### src/sv/flpq_pkg.sv
// ----------------------------------------------------------------------------
// flpq_pkg
// Shared types and constants of the four-class priority queue with statistics.
// ----------------------------------------------------------------------------
package flpq_pkg;

    localparam int NUM_CLASSES     = 4;
    localparam int CLASS_W         = 2;
    localparam int QUEUE_DEPTH_DEF = 64;
    localparam int MIN_PER_HOUR    = 60;

    localparam int OPCODE_W  = 2;
    localparam int ID_W      = 16;
    localparam int ICLASS_W  = 3;
    localparam int HOUR_W    = 5;
    localparam int MINUTE_W  = 6;
    localparam int TIME_W    = 11;
    localparam int ENTRY_W   = ID_W + TIME_W;

    localparam int STATUS_W  = 3;
    localparam int WAIT_W    = 12;
    localparam int LEN_W     = 7;
    localparam int CTR_W     = 32;
    localparam int PEAK_W    = 9;
    localparam int LONG_W    = 11;

    typedef enum logic [OPCODE_W-1:0] {
        OP_ARRIVE = 2'd0,
        OP_SERVE  = 2'd1,
        OP_REPORT = 2'd2
    } opcode_t;

    typedef enum logic [STATUS_W-1:0] {
        ST_QUEUED  = 3'd0,
        ST_SERVED  = 3'd1,
        ST_EMPTY   = 3'd2,
        ST_IGNORED = 3'd3,
        ST_FULL    = 3'd4,
        ST_REPORT  = 3'd5
    } status_t;

    typedef enum logic [1:0] {
        S_IDLE,
        S_EXEC,
        S_READ
    } state_t;

    // Statistics update, applied on the cycle a serve result is committed.
    typedef struct packed {
        logic               serve_en;
        logic [CLASS_W-1:0] class_idx;
        logic               wait_en;
        logic [LONG_W-1:0]  wait_val;
    } stat_upd_t;

endpackage

### src/sv/flpq_stats.sv
// ----------------------------------------------------------------------------
// flpq_stats
// Per-class and total served counters (saturating) and the longest wait.
// ----------------------------------------------------------------------------
module flpq_stats (
    input  logic                       clk,
    input  logic                       rst_n,
    input  flpq_pkg::stat_upd_t        upd,
    output logic [flpq_pkg::CTR_W-1:0]  total_next,
    output logic [flpq_pkg::LONG_W-1:0] longest_next,
    output logic [flpq_pkg::CTR_W-1:0]  class_count
);
    import flpq_pkg::*;

    logic [CTR_W-1:0]  served_reg [NUM_CLASSES];
    logic [CTR_W-1:0]  total_reg;
    logic [LONG_W-1:0] longest_reg;
    logic [CTR_W-1:0]  class_next;

    function automatic logic [CTR_W-1:0] sat_inc(input logic [CTR_W-1:0] v);
        sat_inc = (v == '1) ? v : v + CTR_W'(1);
    endfunction

    always_comb
    begin
        class_count  = served_reg[upd.class_idx];
        class_next   = sat_inc(class_count);
        total_next   = upd.serve_en ? sat_inc(total_reg) : total_reg;
        longest_next = (upd.serve_en && upd.wait_en && (upd.wait_val > longest_reg))
                       ? upd.wait_val : longest_reg;
    end

    always_ff @(posedge clk or negedge rst_n)
    begin
        if (!rst_n)
        begin
            for (int c = 0; c < NUM_CLASSES; c++)
            begin
                served_reg[c] <= '0;
            end
            total_reg   <= '0;
            longest_reg <= '0;
        end
        else
        begin
            if (upd.serve_en)
            begin
                served_reg[upd.class_idx] <= class_next;
            end
            total_reg   <= total_next;
            longest_reg <= longest_next;
        end
    end

endmodule

### config.mk
export PLATFORM = sky130hd
export DESIGN_NAME = flpq_stats
export DESIGN_NICKNAME = d
export VERILOG_FILES = /design/src/sv/flpq_pkg.sv /design/src/sv/flpq_stats.sv
export SDC_FILE = /design/constraint.sdc
export NUM_CORES = 1
export LEC_CHECK = 0
export BUFFER_PORTS_ARGS = -buffer_cell sky130_fd_sc_hd__buf_2
export CORE_MARGIN = 8
export CORE_UTILIZATION = 57
export DETAILED_ROUTE_END_ITERATION = 12
export PLACE_DENSITY = 0.88
export SKIP_LAST_GASP = 1
export SLEW_MARGIN = 5
export SYNTH_ARGS = -nofsm -noshare
export SYNTH_HDL_FRONTEND = slang
export SYNTH_SLANG_ARGS = --single-unit
### constraint.sdc
create_clock -name clk -period 7.25 [get_ports clk]
set_input_delay 0.725 -clock clk [delete_from_list [all_inputs] [get_ports clk]]
set_output_delay 0.725 -clock clk [all_outputs]
set_load 0.03 [all_outputs]
; ---- Word level (Yosys, flattened, before mapping)
; Cells that the tools add are included.
[totals]
ff_bits = 171
output_inout_bits = 75
[op_classes]
n_addsub = 2
n_lt_le_gt_ge = 3
eq_ne = 2
n_mux = 10
bitwise = 1
reduce_logical = 3
[ops]
columns = op, count
row1 = $mux 32, 6
row2 = $bwmux 128, 1
row3 = $add 32x1->32 const B, 2
row4 = $bmux 32 s2, 1
row5 = $demux 32 s2, 1
row6 = $eq 32x32->1 const B, 2
row7 = $gt 11x11->1, 1
row8 = $mux 11, 1
row9 = $ge 3x3->1 const B, 1
row10 = $logic_and 1x1->1, 3
row11 = $lt 3x1->1 const B, 1
row12 = $not 2->3, 1

; ---- Longest topological paths before layout
[depth]
ltp_word = 7
depth_mapped = 12

; ---- Worst setup path after synthesis
; Ideal clock, no wire load.
[synth_timing]
path_kind = in2reg
start = in upd[12] (netlist name)
end = reg served_reg[127] (netlist name)
setup_time_ns = 0.069
t_arrival_ns = 3.384
required_time_ns = 7.181
slack_ns = 3.797
path_stages = 11
path_buffers = 4
cell_sequence = buf_6 > buf_12 > mux4_1 > ha_1 > nand3_1 > or4_1 > buf_2 > nand4_1 > buf_4 > or4_1 > nand3_1
[synth_via]
elab_chain_len = 7
[synth_rtl]
columns = element, line
row1 = from (decl), flpq_stats.sv:8  ; input flpq_pkg::stat_upd_t upd,
row2 = $not 2->3 (not written as such) *, flpq_stats.sv:26  ; class_count = served_reg[upd.class_idx];
row3 = $bmux 32 s2 *, flpq_stats.sv:26
row4 = $mux 32 (not written as such) * (2 in a row), flpq_stats.sv:26
row5 = net class_count (one bit), flpq_stats.sv:11  ; output logic [flpq_pkg::CTR_W-1:0] class_count
row6 = $add 32x1->32 or $eq 32x32->1 (tied branches), flpq_stats.sv:21  ; sat_inc = (v == '1) ? v : v + CTR_W'(1);
row7 = $mux 32 *, flpq_stats.sv:21
row8 = $bwmux 128 *, flpq_stats.sv:48  ; served_reg[upd.class_idx] <= class_next;
row9 = "to (signal, indexed assignment)", flpq_stats.sv:48
row10 = to (decl), flpq_stats.sv:15  ; logic [CTR_W-1:0] served_reg [NUM_CLASSES];
; Mark *: on every way through the listed nets, which the timed path passes. The rest lies on a longest branch. The select of a mux whose other input is x is not followed.
; A chain may end at the register's enable or synchronous reset.

; ---- Worst setup path after layout
[layout_timing]
start = in upd[12] (netlist name)
end = reg served_reg[41] (netlist name)
[layout_via]
elab_chain_len = 7
[layout_rtl]
columns = element, line
row1 = $not 2->3 (not written as such) *, "flpq_stats.sv:26, flpq_stats.sv:48"
row2 = $bmux 32 s2, flpq_stats.sv:26
row3 = $mux 32 (not written as such) (2 in a row), flpq_stats.sv:26
row4 = $add 32x1->32 or $eq 32x32->1 (tied branches), flpq_stats.sv:21
row5 = $mux 32, flpq_stats.sv:21
row6 = $bwmux 128 *, flpq_stats.sv:48
; Mark *: on every way between the ends. The rest lies on a longest branch, timed or not. The select of a mux whose other input is x is not followed.

==> flow_summary.json <==
{
  "yosys.cell_count.top_type": "dfrtp_1",
  "hold_viol": 0,
  "fillers": 1092,
  "timing.fmax_mhz": 256.1,
  "status": "complete, no violations",
  "multi_input_area_sq_um": 4013,
  "grt_pass1_wl_microns": 33170,
  "die_area_sq_um": 19350,
  "drive_gt1_share_pct": 19.50,
  "setup_viol": 0,
  "htree_levels": 4,
  "slew_headroom_pct": 13.10,
  "ys.flop_type": "dfrtp_1",
  "first_pass_iters": 5,
  "grt_start_max_net_pins": 94,
  "synth_fp_nets": 836,
  "io_pins": 92,
  "clockBufferDepth": 2,
  "hold_buffers": 0,
  "fin_crit_ns": 3.905,
  "io_buffers": 91,
  "syn_to_final_growth_pct": 11.43,
  "stdcell_count": 1070,
  "cts_tree": "built",
  "drc": 0,
  "synth_area_per_cell_sq_um": 10.72,
  "ys_warn_count": 0,
  "hold_class": "in -> async",
  "rows": 45,
  "ys_async_sr_fraction_pct": 100.0,
  "utilization_pct": 64.03,
  "place_hpwl_microns": 13050,
  "clkLatencyLatePin_ns": 0.42,
  "synth_top_area_share_pct": 49.54,
  "crit_slowest_cell": "nor4_2",
  "ys_ff_latch": 171,
  "post-place-ws_ns": 2.987,
  "finalNetCount": 902,
  "endpoint_kind": "flip-flop",
  "critPathArrivalTime_ns": 4.14,
  "die_x_microns": 139.1,
  "post_cts_buffers": 0,
  "diodes": 0,
  "synth_area_leader_cell": "dfrtp_1",
  "layout.area.seq_sq_um": 4279,
  "antenna_found_initial": 0,
  "yosys-top-cells-count": "171 x dfrtp_1, 151 x nand2_1, 108 x o21ai_0",
  "numCtsBuffers": 17,
  "cts_sinks": 171,
  "path_max_fanout": 40,
  "rsz0062_at_grt": "no",
  "p_per_area_nw_per_um2": 256.4,
  "worstSetupPathType": "in -> reg",
  "reg2reg_setup_slack_ns": 4.06,
  "initial_core_util_pct": 57.46,
  "syn_area_sq_um": 8638,
  "syn_inst": 806,
  "synth.area.top_cells": "dfrtp_1 50%, nand2_1 6.6%, o21ai_0 6.3%",
  "postRouteWirelength_microns": 19710,
  "core-area_sq_um": 15030,
  "worst_pin_slew_ns": 1.293,
  "via_per_inst": 6.112,
  "root_buffer": "clkbuf_16",
  "crit_required_ns": 7.48,
  "cp_slowest_stage_delay_ns": 1.18,
  "synth_cell_types": 55,
  "fin_setup_tns_ns": 0,
  "synth_edf_count": 0,
  "cts_resized": 0,
  "routedWlPerCell_microns": 18.42,
  "fin_ws_ns": 3.345,
  "routabilityCongestion": 0.8124,
  "p_leak_nw": 4.443,
  "grt_util_all_layers_pct": 21.08,
  "slew_viol_final": 0,
  "vdd_drop_max_mv": 0.1914,
  "path_clk_slew_ns": 0.06,
  "die_y_microns": 139.1,
  "dr_total_vias": 6540,
  "synth_seq_area_share_pct": 49.54,
  "crit_chain": "buf_2, buf_4, mux4_2, nand4_1, nor4_2, a31oi_1, xnor2_1, o21ai_0",
  "largest_reg_flops": 128,
  "first_iter_violations": 619,
  "skew_ns": 0.008187,
  "dp.cells": 1041,
  "cp-start-kind": "primary input",
  "drt.antenna.violating_nets": 0,
  "timing.final.crit_share_pct": 53.86,
  "grt_pass1_vias": 6580,
  "cap_violations": 0,
  "gr-total-overflow": 0
}
## cell usage in the layout (no fill, tap or decap), drive strengths merged, types with 6 or more instances in the layout
master   count
a31oi        8
and3        14
and4         9
buf         96
clkbuf      25
dfrtp      171
ha          13
inv         17
mux2        11
mux2i        7
mux4        32
nand2      152
nand3       30
nand4       24
nor2        18
nor3        12
nor4         7
o2111ai      6
o21ai      122
xnor2       35
xor2        20
## critical path: cells and delay by family
kind                      cells  cell delay [ns]
AOI/OAI and AO/OA             2             0.43
xor gates and xnor gates      1             0.31
buffers and inverters         2             0.64
muxes                         1             0.43
and+or+nand+nor               2             1.59
## worst paths after layout
path,from,end,cells after the start
min in group clk,served_reg[68],served_reg[68],2
hold / removal,rst_n,served_reg[101],1
max in group asynchronous,rst_n,total_reg[23],2
setup / recovery,upd[12],served_reg[41],8
setup reg to reg,served_reg[91],served_reg[41],6
hold reg to reg,served_reg[68],served_reg[68],2
## routing by layer
layer	wire, microns	global-route usage (%)	vias up
met1	8198	27.14	3229
met5	0	0	-
met3	1409	5.267	35
li1	-	-	3027
met2	9740	34.13	249
met4	364	7.395	0
## power breakdown
part	switching [mW]	internal [mW]	total, mW
Clock	0.359	0.481	0.840
Combinational	0.346	0.182	0.528
Sequential	0.0570	1.04	1.10
Total	0.762	1.71	2.47
## area by class of cell
class                   instances  share of cell area, %
clock buffers                  25                  5.252
clock inverters                 4                 0.3510
inverters                      16                 0.6239
multi-input cells             570                  41.69
flip-flops and latches        171                  44.46
well taps                     188                  2.444
repair buffers                 96                  5.187
## per-stage QoR
stage / instance area (sq um) / power, mW / hold WS, ns
2_1_floorplan: 8638 / 1.496 / 0.4294
3_3_place_gp: 9086 / 1.629 / 0.4550
3_5_place_dp: 9086 / 1.651 / 0.4620
4_1_cts: 9625 / 2.487 / 0.4105
5_1_grt: 9625 / 2.587 / 0.4403
6_report: 9625 / 2.468 / 0.3861
## kinds of logic after synthesis
kind of cell,share of synthesized area (%)
buf+inv,4.070
xor+xnor,5.576
mux,11.15
flops,49.54
simple gates,17.15
compound gates,10.63
fa+ha+maj,1.883
(Power assumes the default switching activity.)
